<file path="src/design/bitmap_allocation_map_assert.svh">
// Assertion macros for the allocation bitmap.
`ifndef BITMAP_ALLOCATION_MAP_ASSERT_SVH
`define BITMAP_ALLOCATION_MAP_ASSERT_SVH

`ifndef SYNTH
`define BAM_ASSERT_SAME(label, ante, cons) \
    label: assert property (@(posedge aclk) disable iff (!aresetn) (ante) |-> (cons)) \
        else $error("bitmap_allocation_map: same-cycle check failed");
`define BAM_ASSERT_NEXT(label, ante, cons) \
    label: assert property (@(posedge aclk) disable iff (!aresetn) (ante) |=> (cons)) \
        else $error("bitmap_allocation_map: next-cycle check failed");
`else
`define BAM_ASSERT_SAME(label, ante, cons)
`define BAM_ASSERT_NEXT(label, ante, cons)
`endif

`endif

</file>
<file path="src/design/bam_pkg.sv">
`default_nettype none

package bam_pkg;

    localparam int unsigned CAPACITY_DEFAULT = 1024;

    typedef enum logic [1:0] {
        FUNC_SET   = 2'd0,
        FUNC_CLEAR = 2'd1,
        FUNC_TEST  = 2'd2,
        FUNC_FIND  = 2'd3
    } func_t;

endpackage

`default_nettype wire

</file>
<file path="src/design/bitmap_allocation_map.sv">
`default_nettype none
`include "bitmap_allocation_map_assert.svh"
// Allocation bitmap with set, clear, test and find-first-set/clear.
// Input channel s_*: one operation per beat (func, position, wanted_value).
// Result channel m_*: exactly one result beat per input beat, in order.
// cfg_wr_en/cfg_wr_data write entries_in_use (effective size is the smaller
// of it and CAPACITY); write it only while no beat is in flight.
// The map lives in a RAM of 32-bit words (8-bit words below 32 entries) with
// a registered read port; one shared word compare/priority-encode unit scans it.
// Set, clear and test read the addressed word into the read register, then
// load the output register (set/clear write the word back with it).
// Find reads one word per cycle starting at the word holding position and
// stops at a match, at the word of the last in-use entry or at once if out
// of range; the next input beat is taken only once the result is loaded.
// After reset a clearing pass writes every RAM word to zero, one word per
// cycle; s_ready stays low during it.
// A new input beat is taken while a result still waits in the output
// register; when m_ready is low the next result holds inside until the
// output register frees up.
module bitmap_allocation_map #(
    parameter int unsigned CAPACITY = bam_pkg::CAPACITY_DEFAULT
) (
    input  wire logic                          aclk,
    input  wire logic                          aresetn,
    input  wire logic                          cfg_wr_en,
    input  wire logic [$clog2(CAPACITY):0]     cfg_wr_data,
    input  wire logic                          s_valid,
    output logic                               s_ready,
    input  wire bam_pkg::func_t                s_func,
    input  wire logic [$clog2(CAPACITY)-1:0]   s_position,
    input  wire logic                          s_wanted_value,
    output logic                               m_valid,
    input  wire logic                          m_ready,
    output logic                               m_bit_value,
    output logic                               m_found,
    output logic [$clog2(CAPACITY)-1:0]        m_found_position
);
    import bam_pkg::*;

    localparam int unsigned POS_W  = $clog2(CAPACITY);
    localparam int unsigned CFG_W  = POS_W + 1;
    localparam int unsigned WORD_W = (CAPACITY >= 32) ? 32 : 8;
    localparam int unsigned BIT_W  = $clog2(WORD_W);
    localparam int unsigned WORDS  = (CAPACITY + WORD_W - 1) / WORD_W;
    localparam int unsigned IDX_W  = (WORDS > 1) ? $clog2(WORDS) : 1;
    localparam logic [CFG_W-1:0] CAP_VAL = CFG_W'(CAPACITY);
    localparam logic [IDX_W-1:0] LAST_IDX = IDX_W'(WORDS - 1);

    typedef enum logic [1:0] {
        ST_CLEAR,
        ST_IDLE,
        ST_EXEC
    } state_t;

    state_t                 state_reg;
    logic [IDX_W-1:0]       clr_reg;
    logic [CFG_W-1:0]       entries_reg;

    func_t                  func_reg;
    logic                   want_reg;
    logic                   in_range_reg;
    logic                   first_reg;
    logic [BIT_W-1:0]       start_bit_reg;
    logic [IDX_W-1:0]       cur_reg;
    logic [IDX_W-1:0]       last_word_reg;
    logic [BIT_W-1:0]       last_bit_reg;

    logic [WORD_W-1:0]      mem [WORDS];
    logic [WORD_W-1:0]      rdata_reg;

    logic                   m_valid_reg;
    logic                   m_bit_value_reg;
    logic                   m_found_reg;
    logic [POS_W-1:0]       m_found_position_reg;

    logic [CFG_W-1:0]       size;
    logic [CFG_W-1:0]       size_m1;
    logic                   accept;
    logic                   out_free;
    logic [IDX_W-1:0]       pos_word;
    logic [IDX_W-1:0]       rd_addr;
    logic                   we;
    logic [IDX_W-1:0]       waddr;
    logic [WORD_W-1:0]      wdata;
    logic [WORD_W-1:0]      cand;
    logic                   hit;
    logic [BIT_W-1:0]       hit_bit;
    logic                   done;
    logic                   is_find;
    logic                   result_load;

    assign size     = (entries_reg > CAP_VAL) ? CAP_VAL : entries_reg;
    assign size_m1  = size - CFG_W'(1);
    assign s_ready  = (state_reg == ST_IDLE);
    assign accept   = s_valid && s_ready;
    assign out_free = !m_valid_reg || m_ready;
    assign pos_word = IDX_W'(s_position >> BIT_W);
    assign is_find  = (func_reg == FUNC_FIND);

    always_comb begin
        for (int b = 0; b < WORD_W; b++) begin
            cand[b] = (rdata_reg[b] == want_reg)
                   && (!first_reg || (BIT_W'(b) >= start_bit_reg))
                   && ((cur_reg != last_word_reg) || (BIT_W'(b) <= last_bit_reg));
        end
    end

    always_comb begin
        hit     = 1'b0;
        hit_bit = '0;
        for (int b = WORD_W - 1; b >= 0; b--) begin
            if (cand[b]) begin
                hit     = 1'b1;
                hit_bit = BIT_W'(b);
            end
        end
    end

    assign done = !is_find || !in_range_reg || hit || (cur_reg == last_word_reg);
    assign result_load = (state_reg == ST_EXEC) && done && out_free;

    always_comb begin
        priority if (state_reg == ST_IDLE) begin
            rd_addr = pos_word;
        end else if (state_reg == ST_EXEC && !done) begin
            rd_addr = cur_reg + IDX_W'(1);
        end else begin
            rd_addr = cur_reg;
        end
    end

    always_comb begin
        we    = 1'b0;
        waddr = cur_reg;
        wdata = rdata_reg;
        unique case (state_reg)
            ST_CLEAR: begin
                we    = 1'b1;
                waddr = clr_reg;
                wdata = '0;
            end
            ST_EXEC: begin
                we = done && out_free && in_range_reg
                     && (func_reg == FUNC_SET || func_reg == FUNC_CLEAR);
                wdata[start_bit_reg] = (func_reg == FUNC_SET);
            end
            default: begin
                we = 1'b0;
            end
        endcase
    end

    always_ff @(posedge aclk) begin
        if (we) begin
            mem[waddr] <= wdata;
        end
        rdata_reg <= mem[rd_addr];
    end

    always_ff @(posedge aclk) begin
        if (!aresetn) begin
            state_reg   <= ST_CLEAR;
            clr_reg     <= '0;
            entries_reg <= CAP_VAL;
            m_valid_reg <= 1'b0;
        end else begin
            if (cfg_wr_en) begin
                entries_reg <= cfg_wr_data;
            end
            if (result_load) begin
                m_valid_reg <= 1'b1;
            end else if (m_valid_reg && m_ready) begin
                m_valid_reg <= 1'b0;
            end
            unique case (state_reg)
                ST_CLEAR: begin
                    clr_reg <= clr_reg + IDX_W'(1);
                    if (clr_reg == LAST_IDX) begin
                        state_reg <= ST_IDLE;
                    end
                end
                ST_IDLE: begin
                    if (accept) begin
                        state_reg     <= ST_EXEC;
                        func_reg      <= s_func;
                        want_reg      <= s_wanted_value;
                        in_range_reg  <= (CFG_W'(s_position) < size);
                        first_reg     <= 1'b1;
                        start_bit_reg <= s_position[BIT_W-1:0];
                        cur_reg       <= pos_word;
                        last_word_reg <= IDX_W'(size_m1 >> BIT_W);
                        last_bit_reg  <= size_m1[BIT_W-1:0];
                    end
                end
                ST_EXEC: begin
                    if (!done) begin
                        cur_reg   <= cur_reg + IDX_W'(1);
                        first_reg <= 1'b0;
                    end else if (out_free) begin
                        state_reg       <= ST_IDLE;
                        m_bit_value_reg <= (func_reg == FUNC_TEST) && in_range_reg
                                           && rdata_reg[start_bit_reg];
                        m_found_reg     <= is_find && in_range_reg && hit;
                        m_found_position_reg <= (is_find && in_range_reg && hit)
                                                ? POS_W'({cur_reg, hit_bit}) : '0;
                    end
                end
                default: begin
                    state_reg <= ST_IDLE;
                end
            endcase
        end
    end

    assign m_valid          = m_valid_reg;
    assign m_bit_value      = m_bit_value_reg;
    assign m_found          = m_found_reg;
    assign m_found_position = m_found_position_reg;

    `BAM_ASSERT_NEXT(a_busy_after_accept, accept, !s_ready)
    `BAM_ASSERT_SAME(a_test_find_exclusive, m_valid && m_bit_value, !m_found)
    `BAM_ASSERT_SAME(a_miss_zero_position, m_valid && !m_found, m_found_position == '0)
    `BAM_ASSERT_SAME(a_hit_in_use, m_valid && m_found, CFG_W'(m_found_position) < size)

endmodule

`default_nettype wire

</file>
<file path="config.mk">
export PLATFORM = sky130hd
export DESIGN_NAME = bitmap_allocation_map
export DESIGN_NICKNAME = d
export VERILOG_FILES = /design/src/design/bam_pkg.sv /design/src/design/bitmap_allocation_map.sv
export VERILOG_INCLUDE_DIRS = /design/src /design/src/design
export SDC_FILE = /design/constraint.sdc
export NUM_CORES = 2
export LEC_CHECK = 0
export BUFFER_PORTS_ARGS = -buffer_cell sky130_fd_sc_hd__buf_2
export CORE_MARGIN = 2
export CORE_UTILIZATION = 66
export CTS_BUF_LIST = sky130_fd_sc_hd__clkbuf_4 sky130_fd_sc_hd__clkbuf_8
export DETAILED_ROUTE_END_ITERATION = 10
export GPL_TIMING_DRIVEN = 0
export PLACE_DENSITY = 0.89
export SYNTH_ARGS = -nofsm -noshare
export SYNTH_HDL_FRONTEND = slang
export SYNTH_SLANG_ARGS = --single-unit
</file>
<file path="constraint.sdc">
create_clock -name aclk -period 4.37 [get_ports aclk]
set_input_delay 0.437 -clock aclk [delete_from_list [all_inputs] [get_ports aclk]]
set_output_delay 0.437 -clock aclk [all_outputs]
set_load 0.02 [all_outputs]
</file>
==> results of run 1 <==
timing repair:
action	4_1_cts
buffers inserted	89
hold buffers	28
resized for setup	825
endpoints found under the setup margin	50
pin swaps	129
cloned	4
hold endpoints to repair	28
per-stage QoR:
step	util, %	hold slack (ns)	TNS [ns]	std cells
detailed placement	70.9	0.516	-79.72	4566
floorplan	-	0.473	0	3521
global placement	68.4	0.488	-2294.81	4513
CTS	81.7	0.300	-12.18	4982
routing by layer:
metal | track usage (%) | overflow
met1 | 77.0 | 0
met2 | 90.2 | 22
met3 | 73.6 | 2
met4 | 74.0 | 20
met5 | 57.2 | 1
cell usage after synthesis, drive strengths merged (3+ instances only):
master,number
a2111oi,281
a211o,3
a211oi,71
a21boi,4
a21o,14
a21oi,80
a221oi,4
a311oi,6
a31oi,76
and2,13
and3,324
buf,104
clkbuf,205
dfxtp,51
edfxtp,1061
ha,13
inv,8
mux2i,32
mux4,8
nand2,493
nand2b,29
nand3,144
nand3b,8
nand4,10
nor2,82
nor2b,18
nor3,18
nor3b,5
nor4,67
nor4b,3
o211ai,6
o21a,4
o21ai,89
o221ai,7
o22ai,67
o311a,3
o31ai,11
or2,7
or3,6
xnor2,34
xor2,14
logic make-up after synthesis:
| kind of cell | Yosys count |
|---|---|
| AOI/OAI and AO/OA | 750 |
| adders and majority gates | 13 |
| buffers and inverters | 318 |
| and+or+nand+nor | 1238 |
| xor gates and xnor gates | 48 |
| muxes | 42 |
| DFF | 1112 |
==> results.json, run 1 <==
{
  "run_status": "stopped before the end",
  "stop_stage": "global routing",
  "error_message": "[ERROR GRT-0232] Routing congestion too high. Check the congestion heatmap in the GUI.",
  "grt-worst-endpoint": "rdata_reg[22]$_DFF_P_/D",
  "ys.warnings.count": 0,
  "numCtsBuffers": 165,
  "synth_ff_type": "edfxtp_1",
  "hpwl_um": 100000,
  "synth_top_family_by_area": "simple AND/OR/NAND/NOR gates",
  "synth_fp_nets": 3563,
  "die_h_um": 272,
  "io_pins": 43,
  "post-place-ws_ns": -2.75,
  "yosysTopAreaCell": "edfxtp_1",
  "synthSimpleGateAreaFrac_pct": 13.1,
  "gp_congestion": 1.09,
  "grt_use_total_pct": 79.1,
  "ys_ff_latch": 1112,
  "worstEndpointType": "sequential cell input",
  "port_buffers": 42,
  "initial_core_util_pct": 66.5,
  "antenna_found_initial": 23,
  "cts_max_level": 4,
  "clk_path_buf_depth": 3,
  "grt-ovfl-total": 45,
  "ys_top_cells_by_area": "edfxtp_1 67%, a2111oi_0 4.4%, and3_1 4.3%",
  "die_w_um": 272,
  "syn_inst": 3521,
  "ys_types": 92,
  "synthMuxAreaShare_pct": 1.10,
  "fp-row-count": 98,
  "synth_compound_area_share_pct": 12.0,
  "avgSynthCellArea_sq_um": 13.5,
  "synth_fa_ha_area_share_pct": 0.343,
  "synthXorXnorAreaFrac_pct": 0.918,
  "synth_top_area_share_pct": 67.2,
  "place_area_sq_um": 50600,
  "synth_edf_count": 1061,
  "synth_seq_area_share_pct": 69.3,
  "synth_area_sq_um": 47400,
  "grt_start_max_net_pins": 33,
  "cts.sinks": 1112,
  "cts_root_buffer": "clkbuf_8",
  "async_flop_share_pct": 0
}
==> run 2, diff against run 1 <==
CORE_UTILIZATION = 40   (was 66)
CTS_BUF_LIST = default   (was sky130_fd_sc_hd__clkbuf_4 sky130_fd_sc_hd__clkbuf_8)
PLACE_DENSITY = default   (was 0.89)
PLACE_DENSITY_LB_ADDON = 0.15   (was default)
==> run 2 against run 1 <==
Effect of this change:
- the flow now finishes, with violations (negative setup slack)
- synthesized cell count is the same
- area after synthesis is the same
==> results.json, run 2 <==
{
  "run_status": "finished with violations",
  "violations": "negative setup slack",
  "wl_per_cell_um": 29.1,
  "hpwl_um": 112000,
  "finalHoldViolations": 0,
  "rsz0062_at_grt": "yes",
  "p_leak_nw": 22.0,
  "synth_ff_type": "edfxtp_1",
  "synth_seq_area_share_pct": 69.3,
  "numCtsBuffers": 114,
  "initial_core_util_pct": 40.3,
  "met1_length_um": 68300,
  "wl_met3_um": 11400,
  "routed-wl-met2_um": 73000,
  "period_share_pct": 113,
  "total_power_w": 0.0218,
  "fp-row-count": 126,
  "avgSynthCellArea_sq_um": 13.5,
  "synth_top_area_share_pct": 67.2,
  "hp-class": "in2reg",
  "grt-ovfl-total": 0,
  "gp_congestion": 0.962,
  "cts_max_level": 3,
  "synth_area_sq_um": 47400,
  "path_max_fanout": 10,
  "antenna_cells": 0,
  "final_layout_size_suffix_gt1_share_pct": 28.0,
  "cts_root_buffer": "clkbuf_16",
  "holdWs_ns": 0.0461,
  "drt-initial-drc-count": 3268,
  "maxSlewViolCount": 0,
  "io_pins": 43,
  "largest_reg_flops": 1024,
  "maxCapViolations": 0,
  "antenna_found_initial": 4,
  "power_density_nw_per_um2": 356,
  "grt_pass1_wl_um": 229000,
  "worst_slew_pin_slew_ns": 1.35,
  "port_buffers": 42,
  "synth_fp_nets": 3563,
  "final_antenna_net_count": 0,
  "num_vias": 33000,
  "die-area_sq_um": 121000,
  "yosysMostFrequentCell": "edfxtp_1",
  "avgViaCountPerCell": 5.98,
  "clk_path_buf_depth": 3,
  "relSlewSlack_pct": 10.0,
  "most-common-layout-cells": "1061 x edfxtp_1, 484 x nand2_1, 321 x and3_1",
  "final_nets": 3928,
  "worst-setup-path-type": "reg2reg",
  "finalSetupViolations": 32,
  "first_pass_iters": 5,
  "ys_top_cells_by_area": "edfxtp_1 67%, a2111oi_0 4.4%, and3_1 4.3%",
  "route.detailed.drc": 0,
  "grt_start_max_net_pins": 33,
  "r2r_cells": 17,
  "async_flop_share_pct": 0,
  "die_h_um": 348,
  "grt_pass1_vias": 32100,
  "drt_wl_total_um": 161000,
  "start_kind": "flip-flop",
  "fin_worst_skew_ns": 0.0287,
  "ys_types": 92,
  "clk_latency_ns": 0.71,
  "final.setup.worst_slack_ns": -0.567,
  "ys.warnings.count": 0,
  "synthTopCellsByCount": "1061 x edfxtp_1, 492 x nand2_1, 324 x and3_1, 238 x a2111oi_0, 204 x clkbuf_1",
  "worstPathRequired_ns": 4.93,
  "die_w_um": 348,
  "layout_commonest_cell": "edfxtp_1",
  "ir_worst_vdd_v": 0.000322,
  "critPathArrivalTime_ns": 5.50,
  "yosysTopAreaCell": "edfxtp_1",
  "syn_inst": 3521,
  "fin_crit_ns": 4.94,
  "clk_pin_slew_worst_paths_ns": 0.07,
  "synth_edf_count": 1061,
  "max_freq_mhz": 203,
  "ys_ff_latch": 1112,
  "cts.sinks": 1112,
  "grt_use_total_pct": 25.9,
  "area_delta_synth_final_pct": 29.4,
  "cts_tree": "built",
  "end_kind": "flip-flop",
  "holdPathStages": 2,
  "top_layer": "met4",
  "core_sq_um": 118000
}
-- run 2: logic make-up after synthesis --
logic type	count (synthesis)	share of synthesized area, %
buffers and inverters	318	3.19
AND/OR/NAND/NOR	1238	13.1
multiplexers	42	1.10
flip-flops	1112	69.3
XOR/XNOR	48	0.918
adder cells (fa/ha/maj)	13	0.343
AO/OA/AOI/OAI	750	12.0
-- run 2: report_power, final --
part / internal [W] / total [W] / switching (W)
combinational: 0.000106 / 0.000282 / 0.000176
clock: 0.00570 / 0.00988 / 0.00418
sequential: 0.0116 / 0.0117 / 0.0000397
-- run 2: per-stage QoR --
step	setup TNS, ns	cells	utilization (%)	worst slack, ns	area (sq um)
after floorplan	0	3521	-	0.323	47400
after CTS	-13.24	5472	50.3	-0.590	59200
after global routing	-15.13	5518	52.1	-0.624	61400
final	-13.64	5518	52.1	-0.567	61400
after detailed placement	-85.53	5165	44.0	-3.04	51800
after global placement	-3510.98	5099	42.1	-3.60	49600
-- run 2: cell type report --
type | instances | area [sq um]
buffer | 299 | 2560
fill | 9757 | 56400
timing repair buffer | 258 | 3360
sequential | 1112 | 32900
tap | 1536 | 1920
inverter | 9 | 33.8
clock inverter | 64 | 679
clock buffer | 148 | 3060
multi-input combinational | 2092 | 16900
-- run 2: metal layers --
| metal | vias to the layer above | global-route usage, % |
|---|---|---|
| li1 | 14700 | - |
| met1 | 16800 | 35.7 |
| met2 | 1325 | 40.2 |
| met3 | 256 | 4.40 |
| met4 | 0 | 12.0 |
| met5 | - | 0 |
-- run 2: worst max-delay path: stages, from the launching register on --
cell	delay (ns)
edfxtp_1	0.41
buf_6	0.15
xnor2_4	0.16
and4_4	0.33
buf_8	0.13
buf_8	0.13
a31oi_4	0.10
a2bb2oi_2	0.17
or4b_4	0.64
buf_6	0.17
o311ai_4	0.22
and3_4	0.25
buf_8	0.16
clkbuf_4	0.28
a2111oi_0	0.13
nor4_2	0.68
o22ai_4	0.25
a2111oi_4	0.41
-- run 2: what timing repair did --
action / in CTS / in global routing
endpoints found under the hold margin: 19 / 0
endpoints found under the setup margin: 50 / 38
hold buffers: 20 / 0
cloned: 6 / 3
gates resized for setup: 684 / 541
pin swaps: 90 / 108
buffers inserted: 73 / 54
-- run 2: final timing paths --
kind / from / endpoint / slack, ns
setup / recovery: cur_reg[1]$_DFFE_PP_ / rdata_reg[23]$_DFF_P_ / -0.57
hold / removal: aresetn / clr_reg[4]$_SDFFE_PN0P_ / 0.05
setup reg to reg: cur_reg[1]$_DFFE_PP_ / rdata_reg[23]$_DFF_P_ / -0.57
hold reg to reg: entries_reg[7]$_SDFFE_PN0P_ / entries_reg[7]$_SDFFE_PN0P_ / 0.52
(Power assumes the default switching activity.)
